<file path="config.mk">
export PLATFORM = sky130hd
export DESIGN_NAME = isq_cell
export DESIGN_NICKNAME = d
export VERILOG_FILES = /design/src/hdl/isq_pkg.sv /design/src/hdl/isq_cell.sv
export SDC_FILE = /design/constraint.sdc
export NUM_CORES = 1
export LEC_CHECK = 0
export BUFFER_PORTS_ARGS = -buffer_cell sky130_fd_sc_hd__buf_2
export CORE_ASPECT_RATIO = 0.6
export CORE_MARGIN = 10
export CORE_UTILIZATION = 43
export DETAILED_ROUTE_END_ITERATION = 8
export PLACE_DENSITY = 0.82
export SYNTH_ARGS = -nofsm -noshare
export SYNTH_HDL_FRONTEND = slang
export SYNTH_SLANG_ARGS = --single-unit
</file>
<file path="constraint.sdc">
create_clock -name clk -period 4.8 [get_ports clk]
set_input_delay 1.44 -clock clk [delete_from_list [all_inputs] [get_ports clk]]
set_output_delay 1.44 -clock clk [all_outputs]
set_load 0.01 [all_outputs]
</file>
<file path="src/hdl/isq_pkg.sv">
// shared types, constants and helpers for the indexed sequence store
package isq_pkg;

  localparam int CAPACITY   = 64;
  localparam int WORD_BITS  = 32;

  localparam int POS_W      = 7;   // position and element_count field width
  localparam int DATA_W     = 32;  // data_word and read_word field width
  localparam int STAT_W     = 2;

  localparam int IDX_W      = (CAPACITY > 1) ? $clog2(CAPACITY) : 1;
  localparam int COUNT_W    = $clog2(CAPACITY + 1);
  localparam int CMP_W      = (COUNT_W > POS_W) ? COUNT_W : POS_W;

  localparam int GROUP_SIZE = 8;
  localparam int NUM_GROUPS = (CAPACITY + GROUP_SIZE - 1) / GROUP_SIZE;

  typedef enum logic [1:0] {
    OP_INSERT = 2'd0,
    OP_ERASE  = 2'd1,
    OP_GET    = 2'd2,
    OP_SET    = 2'd3
  } op_t;

  typedef enum logic [STAT_W-1:0] {
    ST_OK    = 2'd0,
    ST_RANGE = 2'd1,
    ST_FULL  = 2'd2
  } status_t;

  typedef enum logic [1:0] {
    S_IDLE,
    S_EXEC,
    S_GATHER
  } state_t;

  // broadcast from the controller to every cell
  typedef struct packed {
    logic                 en;
    op_t                  op;
    logic [POS_W-1:0]     pos;
    logic [WORD_BITS-1:0] word;
  } cell_ctrl_t;

  // sign-extend (or truncate) a stored element to the read_word field
  function automatic logic [DATA_W-1:0] widen_word(input logic [WORD_BITS-1:0] w);
    logic signed [WORD_BITS-1:0] s;
    s = signed'(w);
    return DATA_W'(s);
  endfunction

endpackage

</file>
<file path="src/hdl/isq_cell.sv">
// one storage cell of the element chain
module isq_cell (
  input  logic                          clk,
  input  isq_pkg::cell_ctrl_t           ctrl,
  input  logic [isq_pkg::IDX_W-1:0]     index,
  input  logic [isq_pkg::WORD_BITS-1:0] left_word,
  input  logic [isq_pkg::WORD_BITS-1:0] right_word,
  output logic [isq_pkg::WORD_BITS-1:0] word,
  output logic [isq_pkg::WORD_BITS-1:0] tap_word
);
  import isq_pkg::*;

  logic [CMP_W-1:0]     idx_c;
  logic [CMP_W-1:0]     pos_c;
  logic                 at_pos;
  logic                 above_pos;
  logic [WORD_BITS-1:0] word_next;

  assign idx_c     = CMP_W'(index);
  assign pos_c     = CMP_W'(ctrl.pos);
  assign at_pos    = (idx_c == pos_c);
  assign above_pos = (idx_c > pos_c);

  always_comb begin
    word_next = word;
    case (ctrl.op)
      OP_INSERT: begin
        if (above_pos) begin
          word_next = left_word;
        end else if (at_pos) begin
          word_next = ctrl.word;
        end
      end
      OP_ERASE: begin
        if (at_pos || above_pos) begin
          word_next = right_word;
        end
      end
      OP_SET: begin
        if (at_pos) begin
          word_next = ctrl.word;
        end
      end
      default: begin
        word_next = word;
      end
    endcase
  end

  always_ff @(posedge clk) begin
    if (ctrl.en) begin
      word <= word_next;
    end
  end

  // only the addressed cell drives its tap, the rest read as zero
  assign tap_word = at_pos ? word : '0;

endmodule

</file>
After elaboration in Yosys (flattened, before gate mapping)

Cells that the tools add are included.

Bits in registers: 32
Bits of input ports: 113
Output and inout bits: 64
Logic and storage cells: 15

Order comparisons: 1
Eq/ne operators: 4
Mux-type cells: 5
Reduce and logical (&&, ||, !) cells: 4

Operator list:

| cell                                           | number |
|---|---|
| two-way mux 32 bit                             | 4 |
| one-hot mux 32 bit (3 select lines)            | 1 |
| == test 6 x 7 -> 1 bit                         | 1 |
| greater-than comparator 6 x 7 -> 1 bit         | 1 |
| AND reduction 3 bit                            | 1 |
| nonzero test 3 bit                             | 1 |
| == test 2 x 1 -> 1 bit (second input constant) | 1 |
| == test 2 bit (second input constant)          | 1 |
| zero test 2 bit                                | 1 |
| != test 2 bit (second input constant)          | 1 |
| logical OR 1 bit                               | 1 |

Longest topological paths before layout

Gate-level depths: netlist of the first run.

Word-level depth: 4
Depth in mapped cells: 9
Mapped depth without buffers: 6

Worst setup path after synthesis of the first run

No wires, ideal clock.

Path type: input -> register
Start: in ctrl[37] (netlist name)
End: reg word[0] (netlist name) (enable)
Setup time: 0.419 ns
Arrival time: 3.844 ns
Data required time: 4.381 ns
Setup slack: 0.537 ns
Stages on the path: 9
Buffers on the path: 3
Path through: inv_1 -> ha_1 -> and4b_1 -> buf_6 -> and2_4 -> buf_6 -> buf_12 -> nor4_2 -> a211oi_2

Longest elaborated chain between the ends: 4
Elaborated cells between the ends (all ways): 5
Those cells by class: order compare (1); eq/ne (2); reduce/logical (2)

RTL lines:

| element                                                                          | RTL line                       | source |
|---|---|---|
| start: declaration                                                               | isq_cell.sv:4                  | `input isq_pkg::cell_ctrl_t ctrl,` |
| greater-than comparator 6 x 7 -> 1 bit or == test 6 x 7 -> 1 bit (tied branches) | isq_cell.sv:22, isq_cell.sv:21 |  |
| logical OR 1 bit (*)                                                             | isq_cell.sv:35                 | `if (at_pos \|\| above_pos) begin` |
| != test 2 bit (no line) (*)                                                      | -                              |  |
| AND reduction 3 bit (no line) (*)                                                | -                              |  |
| end signal: assignment                                                           | isq_cell.sv:52                 | `word <= word_next;` |
| end: declaration                                                                 | isq_cell.sv:8                  | `output logic [isq_pkg::WORD_BITS-1:0] word,` |

Mark *: on every way between the ends. The rest lies on a longest branch, timed or not.
A chain may end at the register's enable or synchronous reset.

Worst setup path after layout of the first run

Start: in ctrl[37] (netlist name)
End: out tap_word[6] (netlist name)

Longest elaborated chain between the ends: 2

RTL lines:

| element                | RTL line       | source |
|---|---|---|
| == test 6 x 7 -> 1 bit | isq_cell.sv:21 | `assign at_pos = (idx_c == pos_c);` |
| two-way mux 32 bit     | isq_cell.sv:57 | `assign tap_word = at_pos ? word : '0;` |
| end: declaration       | isq_cell.sv:9  | `output logic [isq_pkg::WORD_BITS-1:0] tap_word` |

No other way between the ends.

==> summary.md, run 1 <==
| Metric | Value |
|---|---|
| Post-synthesis sequential area ratio | `0.365` |
| DRC Markers | `0` |
| Initial antenna violation count | `0` |
| Vias per inst | `5.18` |
| Max-capacitance violation count | `0` |
| WL/cell | `18.8 um` |
| Most flops, register | `word` |
| First DRT Iteration DRCs | `82` |
| CP most frequent cell | `buf_2` |
| Worst-Skew Late Latency | `0.27 ns` |
| Syn_nets | `363` |
| ANT cells | `0` |
| Final TNS setup | `0 ns` |
| Area grow syn2layout | `36.2%` |
| Met3 GRT Util | `0.0782` |
| Vias | `2554` |
| Final Critical Period | `4.17 ns` |
| Max reg flops | `32` |
| Met1 Track Usage GR | `0.199` |
| Biggest regs | `word x32` |
| Clock sinks | `32` |
| Largest net degree at the start of global routing | `36` |
| Total placed instance area | `3500 um2` |
| Longest Clk Path Bufs | `2` |
| Cts-stage hold buffer count | `0` |
| CTS Buf Count | `5` |
| Status | `finished clean` |
| Dpl ws | `0.656 ns` |
| Gate Count Post-Synth | `244` |
| GPL Wtd Cong | `0.779` |
| Power Dens Cells | `217 nW/um2` |
| Commonest non-fill, non-tap cell in the layout | `buf_2` |
| Slew margin rel. | `0.536` |
| Min-Delay Path Class | `flop to flop` |
| Chip Width | `121 um` |
| Routing usage on met2 | `0.291` |
| 1st-pass router iterations | `5` |
| Global-route wire length before repair | `13700 um` |
| Post-synth EDFFs | `32` |
| Final WL | `9260 um` |
| Number of global-route vias before repair | `2650` |
| Setup repair bufs after CTS | `0` |
| Post-Syn Area | `2630 um2` |
| Most frequent cells in the layout | `176 x buf_2, 40 x inv_1, 33 x and3_1` |
| Fmax | `0.240 GHz` |
| Final Net Count | `532` |
| Crit Path Class | `input pin to primary output` |
| Row count | `21` |
| Top delay family on crit path | `buffers and inverters` |
| Starting Density | `0.457` |
| Number of top-level pins | `177` |
| Die H | `80.6 um` |
| Core area | `5750 um2` |
| Synth Register Bits | `32` |
| Final period util | `0.869` |
| Total gr overflow | `0` |
| Clock slew at reported path FFs | `0.06 ns` |
| Final Hold Vio Count | `0` |
| Worst slew pin tran | `0.694 ns` |
| Tot GR Track Use | `0.172` |
| Tot Pwr | `0.000778 W` |
| Slowest cell delay on critical path | `0.32 ns` |
| CP arrival | `2.73 ns` |
| Leakage | `1.81 nW` |
| Final Setup Violations | `0` |
| CTS resizes | `0` |
| Crit-path max FO | `35` |
| Setup ws final | `0.630 ns` |
| Routed Antenna Nets | `0` |
| Synthesis Warnings | `0` |
| CTS tree | `done` |
| Buf/Inv on CP | `4` |
| Crit path max-delay cell type | `buf_4` |
| Prevailing post-synth register cell | `edfxtp_1` |
| Peak VDD IR | `140 uV` |
| GRT Max-Usage Layer | `met2` |
| Worst Path Required | `3.36 ns` |
| Root Buffer Master | `clkbuf_8` |
| Worst Setup Start Kind | `input pin` |
| Share of cells above drive strength 1 | `0.547` |
| Crit-path cells | `buf_2, inv_1, ha_1, and4b_1, buf_4, and3_1, buf_2` |
| Fillers | `496` |
| Count of cell types in the netlist | `26` |
| Worst Skew | `0 ns` |
| Finished layout cell area | `3580 um2` |
| Full die area | `9750 um2` |
| DP HPWL | `7250 um` |
| Crit. End Element | `primary output` |
| Post-Syn Area per Cell | `10.8 um2` |
| Async SR Flop Fraction | `0` |
| Final Max Slew Viols | `0` |
| # port buffers | `176` |
| H-tree levels | `2` |
| RSZ-0062 raised after global routing | `no` |
-- layer usage --
layer / vias to the layer above / part of all wire
met1: 1191 / 0.42
met5: - / 0
met4: 0 / 0.0066
li1: 1228 / -
met2: 129 / 0.46
met3: 6 / 0.12
-- path summary, 6_finish.rpt --
path | from | end | slack, ns | cells past startpoint
max | ctrl[37] | tap_word[6] | 0.63 | 7
min | word[4]$_DFFE_PP_ | word[4]$_DFFE_PP_ | 0.67 | 2
max reg2reg | word[26]$_DFFE_PP_ | word[26]$_DFFE_PP_ | 3.78 | 2
min reg2reg | word[4]$_DFFE_PP_ | word[4]$_DFFE_PP_ | 0.67 | 2
-- per-stage QoR --
| stage | hold WS (ns) | util | std cells |
|---|---|---|---|
| floorplan | 0.696 | - | 244 |
| global placement | 0.645 | 0.609 | 486 |
| detailed placement | 0.652 | 0.609 | 486 |
| CTS | 0.668 | 0.623 | 493 |
| global route | 0.707 | 0.623 | 493 |
| finish | 0.670 | 0.623 | 493 |
-- cell families (layout without fill, tap and decap cells) --
logic type | count (synthesis) | after routing | synth area share
AOI/OAI and AO/OA | 41 | 41 | 0.211
adders and majority gates | 6 | 6 | 0.0285
buffers and inverters | 61 | 230 | 0.129
DFF | 32 | 32 | 0.365
muxes | 32 | 32 | 0.122
and+or+nand+nor | 72 | 72 | 0.144
-- cell usage after synthesis, types with 2 or more instances --
library cell	number	area share
o221ai_1	2	0.0067
o221ai_2	30	0.17
nand2_1	32	0.046
a21oi_1	2	0.0038
nor2_1	2	0.0029
clkbuf_1	9	0.013
inv_1	40	0.057
mux2i_1	32	0.12
buf_12	3	0.023
ha_1	6	0.029
edfxtp_1	32	0.37
buf_6	8	0.034
and3_1	33	0.078
-- where the power goes --
| group | leakage [nW] | switching, W | internal [W] | total, W |
|---|---|---|---|---|
| combinational | 1.46 | 0.000123 | 0.000105 | 0.000227 |
| sequential | 0.304 | 0.0000157 | 0.000343 | 0.000359 |
| clock | 0.0410 | 0.0000936 | 0.0000985 | 0.000192 |
-- cell type report --
type	instances	area [um2]	share of cell area
clock buffer	6	72.6	0.0203
clock inverter	1	5.00	0.00140
inverter	40	150	0.0419
multi-input combinational	151	1350	0.376
sequential	32	961	0.268
tap	80	100	0.0279
timing repair buffer	183	946	0.264
-- worst min-delay path: cells and delay by family (launching register included) --
family          cells  cell delay [ns]
flops               1             0.35
mux                 1             0.09
compound gates      1             0.12
Note: power is estimated with default switching activity, not from simulation.
==> inputs of run 2 (changes only) <==
BUFFER_PORTS_ARGS = -buffer_cell sky130_fd_sc_hd__clkbuf_2   (was -buffer_cell sky130_fd_sc_hd__buf_2)
==> summary.md, run 2 (synthesis gave the netlist of run 1 again) <==
| Metric | Value |
|---|---|
| CP arrival | `2.74 ns` |
| CTS tree | `done` |
| Fmax | `0.239 GHz` |
| Finished layout cell area | `3580 um2` |
| Min-delay src | `word[4]$_DFFE_PP_` |
| Initial antenna violation count | `0` |
| ANT cells | `0` |
| Worst setup path startpoint | `ctrl[37]` |
| Global-route wire length before repair | `14300 um` |
| Max reg flops | `32` |
| FF-to-FF Start | `word[17]$_DFFE_PP_` |
| Crit path max-delay cell type | `buf_4` |
| DP HPWL | `7330 um` |
| CTS resizes | `0` |
| Crit Path Class | `input pin to primary output` |
| Longest Clk Path Bufs | `2` |
| Starting Density | `0.457` |
| Flop2flop setup slack | `3.79 ns` |
| Vias per inst | `5.09` |
| Cts-stage hold buffer count | `0` |
| Clock slew at reported path FFs | `0.06 ns` |
| Area grow syn2layout | `36.2%` |
| Final Hold Vio Count | `0` |
| Peak VDD IR | `108 uV` |
| Min-Delay Path Class | `flop to flop` |
| CP Capture Point | `tap_word[6]` |
| Vias | `2509` |
| CP most frequent cell | `clkbuf_2` |
| Total placed instance area | `3500 um2` |
| Worst Path Required | `3.36 ns` |
| Crit. End Element | `primary output` |
| Core area | `5750 um2` |
| FF-to-FF path depth | `2` |
| RR Endpoint | `word[17]$_DFFE_PP_` |
| Commonest non-fill, non-tap cell in the layout | `clkbuf_2` |
| Most frequent cells in the layout | `176 x clkbuf_2, 40 x inv_1, 33 x and3_1` |
| Slowest cell delay on critical path | `0.32 ns` |
| Root Buffer Master | `clkbuf_8` |
| Number of global-route vias before repair | `2726` |
| Worst slew pin tran | `0.714 ns` |
| Leakage | `1.81 nW` |
| DRC Markers | `0` |
| Worst-Skew Late Latency | `0.27 ns` |
| Routed Antenna Nets | `0` |
| Die H | `80.6 um` |
| Total gr overflow | `0` |
| Slew margin rel. | `0.523` |
| Final TNS setup | `0 ns` |
| # port buffers | `176` |
| Most flops, register | `word` |
| Final Critical Period | `4.18 ns` |
| Final WL | `9220 um` |
| Biggest regs | `word x32` |
| Final Util | `0.623` |
| Final period util | `0.871` |
| Setup repair bufs after CTS | `0` |
| Final Setup Violations | `0` |
| Row count | `21` |
| Largest net degree at the start of global routing | `36` |
| Final Net Count | `532` |
| Power Dens Cells | `218 nW/um2` |
| Clock sinks | `32` |
| First DRT Iteration DRCs | `111` |
| Max-capacitance violation count | `0` |
| Number of top-level pins | `177` |
| Tot GR Track Use | `0.180` |
| H-tree levels | `2` |
| Hold path depth | `2` |
| Crit-path cells | `clkbuf_2, inv_1, ha_1, and4b_1, buf_4, and3_1, clkbuf_2` |
| Worst Setup Start Kind | `input pin` |
| WL/cell | `18.7 um` |
| RSZ-0062 raised after global routing | `no` |
| Chip Width | `121 um` |
| Final Max Slew Viols | `0` |
| Full die area | `9750 um2` |
| Crit-path max FO | `35` |
| GPL Wtd Cong | `0.781` |
| 1st-pass router iterations | `4` |
| Share of cells above drive strength 1 | `0.547` |
| Tot Pwr | `0.000780 W` |
| Worst Skew | `0 ns` |
| Status | `finished clean` |
| CTS Buf Count | `5` |
## run 2: changes by cell type in the layout (fill, tap and decap cells not counted), sizes merged
cell    before  now
buf        183    7
clkbuf       6  182
## run 2: area by class of cell
type	instances	area (um2)
clock buffers	6	72.6
clock inverters	1	5.00
fillers	508	2170
inverters	40	150
multi-input cells	151	1350
flip-flops and latches	32	961
well taps	80	100
repair buffers	183	946
## run 2: routing by layer
| layer | routed length (um) | vias up | track usage |
|---|---|---|---|
| li1 | - | 1230 | - |
| met1 | 3760 | 1144 | 0.213 |
| met2 | 4230 | 129 | 0.294 |
| met3 | 1170 | 6 | 0.0852 |
| met4 | 68 | 0 | 0.0360 |
| met5 | 0 | - | 0 |
## run 2: per-stage QoR
stage               hold WS [ns]  worst slack, ns  std cells
floorplan                  0.696            0.537        244
finish                     0.678            0.621        493
global placement           0.648            0.689        486
detailed placement         0.657            0.653        486
CTS                        0.673            0.652        493
global route               0.715            0.524        493
## run 2: worst max-delay path, delay by kind of cell
family / cells / cell delay, ns
fa+ha+maj: 1 / 0.28
buf+inv: 4 / 0.56
simple gates: 2 / 0.44
## run 2: worst min path at each step
stage                         end
2_1_floorplan   word[0]$_DFFE_PP_
3_3_place_gp   word[18]$_DFFE_PP_
3_5_place_dp    word[8]$_DFFE_PP_
4_1_cts         word[8]$_DFFE_PP_
5_1_grt        word[25]$_DFFE_PP_
6_report        word[4]$_DFFE_PP_
## run 2: power by group
group / internal [W] / switching [W]
clock network: 0.0000985 / 0.0000956
registers: 0.000343 / 0.0000167
logic: 0.000105 / 0.000122
total: 0.000546 / 0.000234
